### config.mk
export PLATFORM = sky130hd
export DESIGN_NAME = preemptive_priority_core_scheduler
export DESIGN_NICKNAME = d
export VERILOG_FILES = /design/src/sv/ppcs_pkg.sv /design/src/sv/ppcs_cmp.sv /design/src/sv/preemptive_priority_core_scheduler.sv
export VERILOG_INCLUDE_DIRS = /design/src /design/src/sv
export SDC_FILE = /design/constraint.sdc
export NUM_CORES = 2
export LEC_CHECK = 0
export BUFFER_PORTS_ARGS = -buffer_cell sky130_fd_sc_hd__buf_2
export CAP_MARGIN = 10
export CORE_UTILIZATION = 45
export CTS_BUF_LIST = sky130_fd_sc_hd__clkbuf_2
export DETAILED_ROUTE_END_ITERATION = 6
export PLACE_DENSITY = 0.64
export REMOVE_ABC_BUFFERS = 1
export SYNTH_ARGS = -nofsm -noshare
export SYNTH_HDL_FRONTEND = slang
export SYNTH_SLANG_ARGS = --single-unit
### constraint.sdc
create_clock -name i_clk -period 4.6 [get_ports i_clk]
set_input_delay 0.23 -clock i_clk [delete_from_list [all_inputs] [get_ports i_clk]]
set_output_delay 0.23 -clock i_clk [all_outputs]
set_load 0.02 [all_outputs]
### src/sv/preemptive_priority_core_scheduler_defines.svh
// Assertion macros shared by the scheduler RTL.
// Include by bare file name; the macros expect i_clk and i_rst_n in scope.
`ifndef PREEMPTIVE_PRIORITY_CORE_SCHEDULER_DEFINES_SVH
`define PREEMPTIVE_PRIORITY_CORE_SCHEDULER_DEFINES_SVH

// The consequent must hold in the same cycle as the antecedent.
`define PPCS_ASSERT_SAME(lbl, ante, cons, msg) \
    lbl: assert property (@(posedge i_clk) disable iff (!i_rst_n) (ante) |-> (cons)) \
        else $error(msg);

// The consequent must hold in the cycle after the antecedent.
`define PPCS_ASSERT_NEXT(lbl, ante, cons, msg) \
    lbl: assert property (@(posedge i_clk) disable iff (!i_rst_n) (ante) |=> (cons)) \
        else $error(msg);

`endif

### src/sv/ppcs_pkg.sv
// Shared types and constants for the preemptive priority core scheduler.
// No dependencies; used by ppcs_cmp and the top level.
package ppcs_pkg;

    // Table sizes.
    localparam int MAX_PROCS = 64;
    localparam int MAX_CORES = 8;
    localparam int PROC_W    = (MAX_PROCS > 1) ? $clog2(MAX_PROCS) : 1;
    localparam int CORE_W    = (MAX_CORES > 1) ? $clog2(MAX_CORES) : 1;
    localparam int NP_W      = $clog2(MAX_PROCS + 1);
    localparam int NC_W      = $clog2(MAX_CORES + 1);
    localparam int TAG_W     = CORE_W + PROC_W;

    // Field widths.
    localparam int ACT_W      = 2;
    localparam int ID_W       = 6;
    localparam int PRIO_W     = 8;
    localparam int OUT_CORE_W = 3;
    localparam int CTX_W      = 32;
    localparam int FIN_W      = 7;

    // Configuration port.
    localparam int CFG_CORE_W = 4;
    localparam int CFG_PROC_W = 7;
    localparam int CFG_DATA_W = 7;
    localparam int CFG_IDX_W  = 1;
    localparam logic [CFG_IDX_W-1:0] REG_CORE_COUNT = 1'b0;
    localparam logic [CFG_IDX_W-1:0] REG_PROC_COUNT = 1'b1;
    localparam logic [CFG_CORE_W-1:0] CORE_COUNT_RST = 4'd8;
    localparam logic [CFG_PROC_W-1:0] PROC_COUNT_RST = 7'd64;

    // Action codes.
    localparam logic [ACT_W-1:0] ACT_ARRIVE   = 2'd0;
    localparam logic [ACT_W-1:0] ACT_COMPLETE = 2'd1;
    localparam logic [ACT_W-1:0] ACT_SCHED    = 2'd2;

    // Sequencer states.
    typedef enum logic [3:0] {
        S_IDLE,
        S_EXEC,
        S_PSCAN,
        S_PLAST,
        S_CSTART,
        S_CSCAN,
        S_CLAST,
        S_DECIDE,
        S_OUT
    } t_state;

    // Control into the shared compare unit.
    typedef struct packed {
        logic             clr;
        logic             vld;
        logic             want_max;
        logic [TAG_W-1:0] tag;
    } t_cmp_ctl;

    // Running best held by the compare unit.
    typedef struct packed {
        logic                     have;
        logic signed [PRIO_W-1:0] val;
        logic [TAG_W-1:0]         tag;
    } t_cmp_res;

endpackage

### src/sv/ppcs_cmp.sv
// Shared priority compare unit: keeps the running maximum or minimum of a scan.
// Depends on ppcs_pkg for the control and result structs.
module ppcs_cmp
    import ppcs_pkg::*;
(
    input  logic                     i_clk,
    input  logic                     i_rst_n,
    input  t_cmp_ctl                 i_ctl,
    input  logic signed [PRIO_W-1:0] i_val,
    output t_cmp_res                 o_res
);

    logic                     r_have;
    logic signed [PRIO_W-1:0] r_val;
    logic [TAG_W-1:0]         r_tag;
    logic                     better;

    // Strict compare keeps the first entry among equals.
    always_comb begin
        if (i_ctl.want_max) begin
            better = (i_val > r_val);
        end else begin
            better = (i_val < r_val);
        end
    end

    // Running best; a clear starts a new scan.
    always_ff @(posedge i_clk) begin
        if (!i_rst_n) begin
            r_have <= 1'b0;
        end else if (i_ctl.clr) begin
            r_have <= 1'b0;
        end else if (i_ctl.vld && (!r_have || better)) begin
            r_have <= 1'b1;
        end
    end

    always_ff @(posedge i_clk) begin
        if (!i_ctl.clr && i_ctl.vld && (!r_have || better)) begin
            r_val <= i_val;
            r_tag <= i_ctl.tag;
        end
    end

    assign o_res = '{have: r_have, val: r_val, tag: r_tag};

endmodule

### src/sv/preemptive_priority_core_scheduler.sv
// Top level of the preemptive priority core scheduler: sequencer, process table
// and core state. Depends on ppcs_pkg, ppcs_cmp and the assertion macro header.
//
// Channel   Dir  Handshake             Beat
// input     in   i_valid / o_stall     action, proc_id, proc_priority
// result    out  o_valid / i_stall     one result beat per input beat
// config    in   i_cfg_we              i_cfg_idx, i_cfg_data
//
// Arrival, completion and unused actions pass through S_EXEC and S_OUT from accept to result.
// A schedule step scans the process table, then the cores (np, nc: effective process and core
// counts): one priority memory read per process slot, then one per core.
// o_stall is high from accept until the result is loaded into the output register.
// A held output register delays only the final load; reset is synchronous, active low.
`include "preemptive_priority_core_scheduler_defines.svh"

module preemptive_priority_core_scheduler
    import ppcs_pkg::*;
(
    input  logic                     i_clk,
    input  logic                     i_rst_n,
    input  logic                     i_valid,
    output logic                     o_stall,
    input  logic [ACT_W-1:0]         i_action,
    input  logic [ID_W-1:0]          i_proc_id,
    input  logic signed [PRIO_W-1:0] i_proc_priority,
    input  logic                     i_cfg_we,
    input  logic [CFG_IDX_W-1:0]     i_cfg_idx,
    input  logic [CFG_DATA_W-1:0]    i_cfg_data,
    output logic                     o_valid,
    input  logic                     i_stall,
    output logic                     o_assigned,
    output logic [ID_W-1:0]          o_assigned_proc,
    output logic [OUT_CORE_W-1:0]    o_assigned_core,
    output logic                     o_preempted,
    output logic [ID_W-1:0]          o_preempted_proc,
    output logic [CTX_W-1:0]         o_context_change_count,
    output logic [FIN_W-1:0]         o_finished_count,
    output logic                     o_all_finished
);

    // Sequencer and configuration.
    t_state                  r_state, n_state;
    logic [CFG_CORE_W-1:0]   r_core_count;
    logic [CFG_PROC_W-1:0]   r_proc_count;
    logic [NC_W-1:0]         nc;
    logic [NP_W-1:0]         np;

    // Latched input beat.
    logic [ACT_W-1:0]         r_action;
    logic [PROC_W-1:0]        r_id;
    logic signed [PRIO_W-1:0] r_prio;

    // Process and core state.
    logic signed [PRIO_W-1:0] prio_mem [MAX_PROCS];
    logic [MAX_PROCS-1:0]     r_arrived, r_running, r_done;
    logic [MAX_CORES-1:0]     r_busy;
    logic [PROC_W-1:0]        r_owner [MAX_CORES];
    logic [CTX_W-1:0]         r_ctx;
    logic [FIN_W-1:0]         r_done_total;

    // Scan counters and read pipeline.
    logic [PROC_W-1:0]        r_idx;
    logic [CORE_W-1:0]        r_cidx;
    logic                     p_last, c_last;
    logic [PROC_W-1:0]        rd_addr;
    logic signed [PRIO_W-1:0] r_rd_data;
    logic                     r_pipe_vld;
    logic                     r_pipe_max;
    logic [TAG_W-1:0]         r_pipe_tag;
    logic                     mem_we;
    t_cmp_ctl                 cmp_ctl;
    t_cmp_res                 cmp_res;

    // Candidate kept across the core scan.
    logic                     r_have_cand;
    logic [PROC_W-1:0]        r_cand;
    logic signed [PRIO_W-1:0] r_cand_prio;

    // Decision terms.
    logic                     any_free;
    logic [CORE_W-1:0]        first_free;
    logic                     d_asg, d_pre;
    logic [CORE_W-1:0]        d_core;
    logic [PROC_W-1:0]        d_victim;

    // Staged result and output register.
    logic                     r_res_asg, r_res_pre;
    logic [PROC_W-1:0]        r_res_proc, r_res_victim;
    logic [CORE_W-1:0]        r_res_core;
    logic                     r_out_vld;
    logic                     out_free;
    logic                     in_acc;

    // Effective counts clamped to the table sizes.
    always_comb begin
        if (r_core_count == '0) begin
            nc = NC_W'(1);
        end else if (32'(r_core_count) > 32'(MAX_CORES)) begin
            nc = NC_W'(MAX_CORES);
        end else begin
            nc = NC_W'(r_core_count);
        end
        if (r_proc_count == '0) begin
            np = NP_W'(1);
        end else if (32'(r_proc_count) > 32'(MAX_PROCS)) begin
            np = NP_W'(MAX_PROCS);
        end else begin
            np = NP_W'(r_proc_count);
        end
    end

    assign in_acc   = i_valid && !o_stall;
    assign out_free = !r_out_vld || !i_stall;
    assign p_last   = (32'(r_idx) == 32'(np) - 32'd1);
    assign c_last   = (32'(r_cidx) == 32'(nc) - 32'd1);

    // First free core below the effective core count.
    always_comb begin
        any_free   = 1'b0;
        first_free = '0;
        for (int i = MAX_CORES - 1; i >= 0; i--) begin
            if ((32'(i) < 32'(nc)) && !r_busy[i]) begin
                any_free   = 1'b1;
                first_free = CORE_W'(i);
            end
        end
    end

    // Placement decision once both scans are done.
    always_comb begin
        d_asg    = 1'b0;
        d_pre    = 1'b0;
        d_core   = first_free;
        d_victim = cmp_res.tag[PROC_W-1:0];
        if (r_have_cand) begin
            if (any_free) begin
                d_asg = 1'b1;
            end else if (r_cand_prio > cmp_res.val) begin
                d_asg  = 1'b1;
                d_pre  = 1'b1;
                d_core = cmp_res.tag[TAG_W-1:PROC_W];
            end
        end
    end

    // Next state.
    always_comb begin
        n_state = r_state;
        case (r_state)
            S_IDLE: begin
                if (i_valid) begin
                    n_state = S_EXEC;
                end
            end
            S_EXEC: begin
                n_state = (r_action == ACT_SCHED) ? S_PSCAN : S_OUT;
            end
            S_PSCAN: begin
                if (p_last) begin
                    n_state = S_PLAST;
                end
            end
            S_PLAST:  n_state = S_CSTART;
            S_CSTART: n_state = S_CSCAN;
            S_CSCAN: begin
                if (c_last) begin
                    n_state = S_CLAST;
                end
            end
            S_CLAST:  n_state = S_DECIDE;
            S_DECIDE: n_state = S_OUT;
            S_OUT: begin
                if (out_free) begin
                    n_state = S_IDLE;
                end
            end
            default:  n_state = S_IDLE;
        endcase
    end

    // Sequencer outputs: stall, memory port and compare unit control.
    always_comb begin
        o_stall     = (r_state != S_IDLE);
        mem_we      = 1'b0;
        rd_addr     = r_idx;
        cmp_ctl.clr = 1'b0;
        cmp_ctl.vld = r_pipe_vld;
        cmp_ctl.want_max = r_pipe_max;
        cmp_ctl.tag = r_pipe_tag;
        case (r_state)
            S_EXEC: begin
                mem_we      = (r_action == ACT_ARRIVE) && !r_arrived[r_id] && !r_done[r_id]
                              && (32'(r_id) < 32'(MAX_PROCS));
                cmp_ctl.clr = 1'b1;
            end
            S_CSTART: begin
                cmp_ctl.clr = 1'b1;
            end
            S_CSCAN: begin
                rd_addr = r_owner[r_cidx];
            end
            default: begin
                rd_addr = r_idx;
            end
        endcase
    end

    // Priority memory: one write port, one registered read port.
    always_ff @(posedge i_clk) begin
        if (mem_we) begin
            prio_mem[r_id] <= r_prio;
        end
        r_rd_data <= prio_mem[rd_addr];
    end

    // Read pipeline tags that travel with each memory read.
    always_ff @(posedge i_clk) begin
        if (!i_rst_n) begin
            r_pipe_vld <= 1'b0;
        end else if (r_state == S_PSCAN) begin
            r_pipe_vld <= r_arrived[r_idx] && !r_running[r_idx] && !r_done[r_idx];
        end else begin
            r_pipe_vld <= (r_state == S_CSCAN);
        end
    end

    always_ff @(posedge i_clk) begin
        r_pipe_max <= (r_state == S_PSCAN);
        if (r_state == S_CSCAN) begin
            r_pipe_tag <= {r_cidx, r_owner[r_cidx]};
        end else begin
            r_pipe_tag <= TAG_W'(r_idx);
        end
    end

    ppcs_cmp u_cmp (
        .i_clk   (i_clk),
        .i_rst_n (i_rst_n),
        .i_ctl   (cmp_ctl),
        .i_val   (r_rd_data),
        .o_res   (cmp_res)
    );

    // Control state, configuration and the process and core tables.
    always_ff @(posedge i_clk) begin
        if (!i_rst_n) begin
            r_state      <= S_IDLE;
            r_core_count <= CORE_COUNT_RST;
            r_proc_count <= PROC_COUNT_RST;
            r_arrived    <= '0;
            r_running    <= '0;
            r_done       <= '0;
            r_busy       <= '0;
            r_ctx        <= '0;
            r_done_total <= '0;
            r_have_cand  <= 1'b0;
            r_res_asg    <= 1'b0;
            r_res_pre    <= 1'b0;
            r_out_vld    <= 1'b0;
            for (int i = 0; i < MAX_CORES; i++) begin
                r_owner[i] <= '0;
            end
        end else begin
            r_state <= n_state;

            if (i_cfg_we) begin
                case (i_cfg_idx)
                    REG_CORE_COUNT: r_core_count <= i_cfg_data[CFG_CORE_W-1:0];
                    REG_PROC_COUNT: r_proc_count <= i_cfg_data[CFG_PROC_W-1:0];
                    default: begin
                        r_core_count <= r_core_count;
                    end
                endcase
            end

            // Output register loads at the end of an item and drains on a taken beat.
            if ((r_state == S_OUT) && out_free) begin
                r_out_vld <= 1'b1;
            end else if (r_out_vld && !i_stall) begin
                r_out_vld <= 1'b0;
            end

            case (r_state)
                S_IDLE: begin
                    if (in_acc) begin
                        r_res_asg <= 1'b0;
                        r_res_pre <= 1'b0;
                    end
                end
                S_EXEC: begin
                    if (mem_we) begin
                        r_arrived[r_id] <= 1'b1;
                    end
                    if ((r_action == ACT_COMPLETE) && (32'(r_id) < 32'(MAX_PROCS))
                        && !r_done[r_id]) begin
                        r_done[r_id]    <= 1'b1;
                        r_running[r_id] <= 1'b0;
                        if (r_done_total != '1) begin
                            r_done_total <= r_done_total + FIN_W'(1);
                        end
                        for (int i = 0; i < MAX_CORES; i++) begin
                            if (r_busy[i] && (r_owner[i] == r_id)) begin
                                r_busy[i] <= 1'b0;
                            end
                        end
                    end
                end
                S_CSTART: begin
                    r_have_cand <= cmp_res.have;
                end
                S_DECIDE: begin
                    if (d_pre) begin
                        r_running[d_victim] <= 1'b0;
                        if (r_ctx != '1) begin
                            r_ctx <= r_ctx + CTX_W'(1);
                        end
                    end
                    if (d_asg) begin
                        r_busy[d_core]    <= 1'b1;
                        r_owner[d_core]   <= r_cand;
                        r_running[r_cand] <= 1'b1;
                    end
                    r_res_asg <= d_asg;
                    r_res_pre <= d_pre;
                end
                default: begin
                    r_res_asg <= r_res_asg;
                end
            endcase
        end
    end

    // Payload registers: latched beat, scan counters, candidate and result.
    always_ff @(posedge i_clk) begin
        if (in_acc) begin
            r_action <= i_action;
            r_id     <= PROC_W'(i_proc_id);
            r_prio   <= i_proc_priority;
        end
        if (r_state == S_EXEC) begin
            r_idx <= '0;
        end else if (r_state == S_PSCAN && !p_last) begin
            r_idx <= r_idx + PROC_W'(1);
        end
        if (r_state == S_CSTART) begin
            r_cidx <= '0;
        end else if (r_state == S_CSCAN && !c_last) begin
            r_cidx <= r_cidx + CORE_W'(1);
        end
        if (r_state == S_CSTART) begin
            r_cand      <= cmp_res.tag[PROC_W-1:0];
            r_cand_prio <= cmp_res.val;
        end
        if (r_state == S_DECIDE) begin
            r_res_proc   <= r_cand;
            r_res_core   <= d_core;
            r_res_victim <= d_victim;
        end
        if (r_state == S_OUT && out_free) begin
            o_assigned             <= r_res_asg;
            o_assigned_proc        <= r_res_asg ? ID_W'(r_res_proc) : '0;
            o_assigned_core        <= r_res_asg ? OUT_CORE_W'(r_res_core) : '0;
            o_preempted            <= r_res_pre;
            o_preempted_proc       <= r_res_pre ? ID_W'(r_res_victim) : '0;
            o_context_change_count <= r_ctx;
            o_finished_count       <= r_done_total;
            o_all_finished         <= (32'(r_done_total) == 32'(np));
        end
    end

    assign o_valid = r_out_vld;

    // A preemption always frees a core for the candidate.
    `PPCS_ASSERT_SAME(a_pre_asg, o_valid && o_preempted, o_assigned, "preempt, no placement")
    // The preemption counter moves by at most one per decision.
    `PPCS_ASSERT_NEXT(a_ctx_step, r_state == S_DECIDE, (r_ctx - $past(r_ctx)) <= CTX_W'(1), "ctx jump")
    // A placed process is marked running afterwards.
    `PPCS_ASSERT_NEXT(a_asg_run, (r_state == S_DECIDE) && d_asg, r_running[$past(r_cand)], "not running")
    // The core that received it is marked busy afterwards.
    `PPCS_ASSERT_NEXT(a_asg_busy, (r_state == S_DECIDE) && d_asg, r_busy[$past(d_core)], "core free")

endmodule
==> reports/results.txt <==
Worst-Skew Late Latency = 1650 ps
Final period util = 91.0%
Initial antenna violation count = 3
Clock transition at path regs = 120 ps
Synth async-reset ratio = 0%
Clock root cell = clkbuf_2
Vias in the first global route = 30941
Cell Area, Synth = 42200 um^2
Synth area leader = edfxtp_1
# rows = 111
Final wirelength = 131000 um
RSZ-0062 raised after global routing = false
Fillers = 8276
IO buf count = 87
Synth top area share = 48.4%
Global route overflow = 0
Syn_area_per_cell = 11.6 um^2
Critical Path RT = 6080 ps
Nets = 3952
Initial Utilization = 45.7%
Largest net degree at the start of global routing = 162
Max cap viols = 0
Die height = 308 um
Longest Clk Path Bufs = 3
Yosys cell types = 78
Worst slew pin tran = 1140 ps
Post-route ant nets = 0
Wire length per cell = 24.5 um
Syn Inst Count = 3619
First-pass DRT Iterations = 6
Ranking of synthesized cells by area = edfxtp_1, dfxtp_1, nand2_1, a21oi_1, mux4_2
Count of pins over their slew limit = 0
P_leak = 16.5 nW
Yosys warns = 0
Final Hold Viols = 0
Layout area overhead = 12.9%
CP endpoint kind = flop
Peak per-stage delay on the critical path = 830 ps
Post-cts resize count = 0
Total CTS buffers = 234
Crit path time final = 4180 ps
Most common cell in the netlist = edfxtp_1
Total track usage = 27.6%
Die area = 94900 um^2
Sink Count = 969
CP Class = reg2reg
Ratio of total power to cell area = 375 nW/um^2
H-tree levels = 4
Data arrival time of the critical path = 5660 ps
Dpl hpwl = 84600 um
Crit path cell chain = mux2i_1 -> mux4_2 -> o21a_1 -> and2_1 -> nand2_1 -> nor2_1 -> nor4_1 -> a22o_1
PnR Total Power = 17.9 mW
Worst hold path class = in2reg
Final setup viols = 0
Synth Flop Type = edfxtp_1
Fmax = 239 MHz
Post-synth EDFFs = 679
Synth top cells by count = edfxtp_1, nand2_1, a21oi_1
Die W = 308 um
Post-Route Utilization = 51.6%
Vias per cell = 5.99
Io pins = 88
CTS tree = done
Worst IR drop on VDD = 249 uV
First-pass GRT wire length = 196000 um
Seq/Total Area, Yosys = 62.1%
Status = finished, final reports clean
#FFs+latches synth = 969
Sum Neg Setup Slack = 0 ps
DRT iter0 DRCs = 3838
Worst Setup Start Kind = flop
Worst Path Max Fanout = 17
Via count = 32042
Layout Skew = 192 ps
Final design instance area without fill = 47600 um^2
Placed cell area = 44300 um^2
Core Area = 92200 um^2
Layout cell share with drive strength beyond 1 = 18.2%
Highest-delay cell along the critical path = dfxtp_1
Cell family with most CP delay = simple AND/OR/NAND/NOR gates
DRC = 0
Buffers & Inverters on Critical Path = 0
Headroom to the max-slew limit = 23.4%
GPL Wtd Cong = 0.978
## registers in the layout (all words and copies together), names as in the netlist, 7 cells and up, named ones only
signal / cells
o_context_change_count: 32
o_finished_count: 7
prio_mem: 512
r_arrived: 64
r_busy: 8
r_cand_prio: 8
r_ctx: 32
r_done: 64
r_done_total: 7
r_owner: 48
r_pipe_tag: 9
r_prio: 8
r_proc_count: 7
r_rd_data: 8
r_running: 64
u_cmp.r_tag: 9
u_cmp.r_val: 8
## stage by stage
step                hold WS (ps)  worst slack (ps)  std cells
CTS                         97.2               483       5352
detailed placement           389               515       4813
global placement             386               509       4813
global route                 246              85.6       5353
floorplan                    292             -9530       3346
finish                       313               416       5353
## metal layers
metal | global-route usage, % | routed length, um | share of wire [%]
met4 | 11.4 | 5000 | 3.8
met1 | 37.7 | 54400 | 41
met2 | 42.6 | 60200 | 46
met5 | 0 | 13 | 0.0099
met3 | 5.85 | 11800 | 9.0
## final cells by class
| type | count | area [um^2] | area share (%) |
|---|---|---|---|
| Antenna cell | 1 | 2.50 | 0.00526 |
| Clock buffer | 346 | 1730 | 3.64 |
| Clock inverter | 101 | 602 | 1.26 |
| Inverter | 44 | 178 | 0.373 |
| Multi-Input combinational cell | 2333 | 14800 | 31.2 |
| Sequential cell | 969 | 26200 | 55.0 |
| Tap cell | 1243 | 1560 | 3.27 |
| Timing Repair Buffer | 316 | 2490 | 5.23 |
## repair_timing
action                                 in CTS  in global routing
endpoints found under the hold margin     445                  0
hold buffers                               92                  0
setup buffers                               0                  0
## power by group
group	total [mW]	switching [mW]	internal, mW
logic	2.18	1.50	0.685
registers	9.73	0.152	9.58
clock network	5.95	3.68	2.27
## tightest hold or removal path, cell delays in order
cell and delay [ps]:
dlygate4sd3_1 530, buf_4 100, dlygate4sd3_1 650, inv_6 170, nor2_1 140
## path summary, 6_finish.rpt
kind | start | slack (ps) | cells after the start | endpoint
hold / removal | i_rst_n | 310 | 5 | r_running[16]
hold reg to reg | r_pipe_tag[0] | 350 | 0 | u_cmp.r_tag[0]
setup reg to reg | flop | 420 | 8 | r_rd_data[1]
setup / recovery | flop | 420 | 8 | r_rd_data[1]
## cell usage in the layout (no fill, tap or decap), types with 23 or more instances in the layout
cell and instances:
nor3_1 77, edfxtp_1 679, o21a_1 86, a21oi_1 293
xnor2_1 47, and3_1 43, dfxtp_1 288, nand4_1 35
clkbuf_2 346, mux4_2 59, o211ai_1 55, nor3_2 31
ha_1 25, nand2_1 437, mux2i_1 42, a31oi_1 77
xor2_1 23, buf_4 130, clkinv_1 68, nor2_1 210
nand3_1 154, inv_1 40, o22ai_1 40, buf_2 86
a22oi_1 58, and2_1 60, a21o_1 32, dlygate4sd3_1 92
o21ai_0 88
## cell families (layout without fill, tap and decap cells)
family,count (synthesis),after routing,share of synthesized area [%]
buffers and inverters,317,807,2.98
flip-flops,969,969,62.1
adder cells (fa/ha/maj),25,25,0.742
XOR/XNOR,70,70,1.45
AO/OA/AOI/OAI,923,923,14.3
multiplexers,116,116,4.55
other,0,1,0
AND/OR/NAND/NOR,1199,1199,13.8
(Power assumes the default switching activity.)
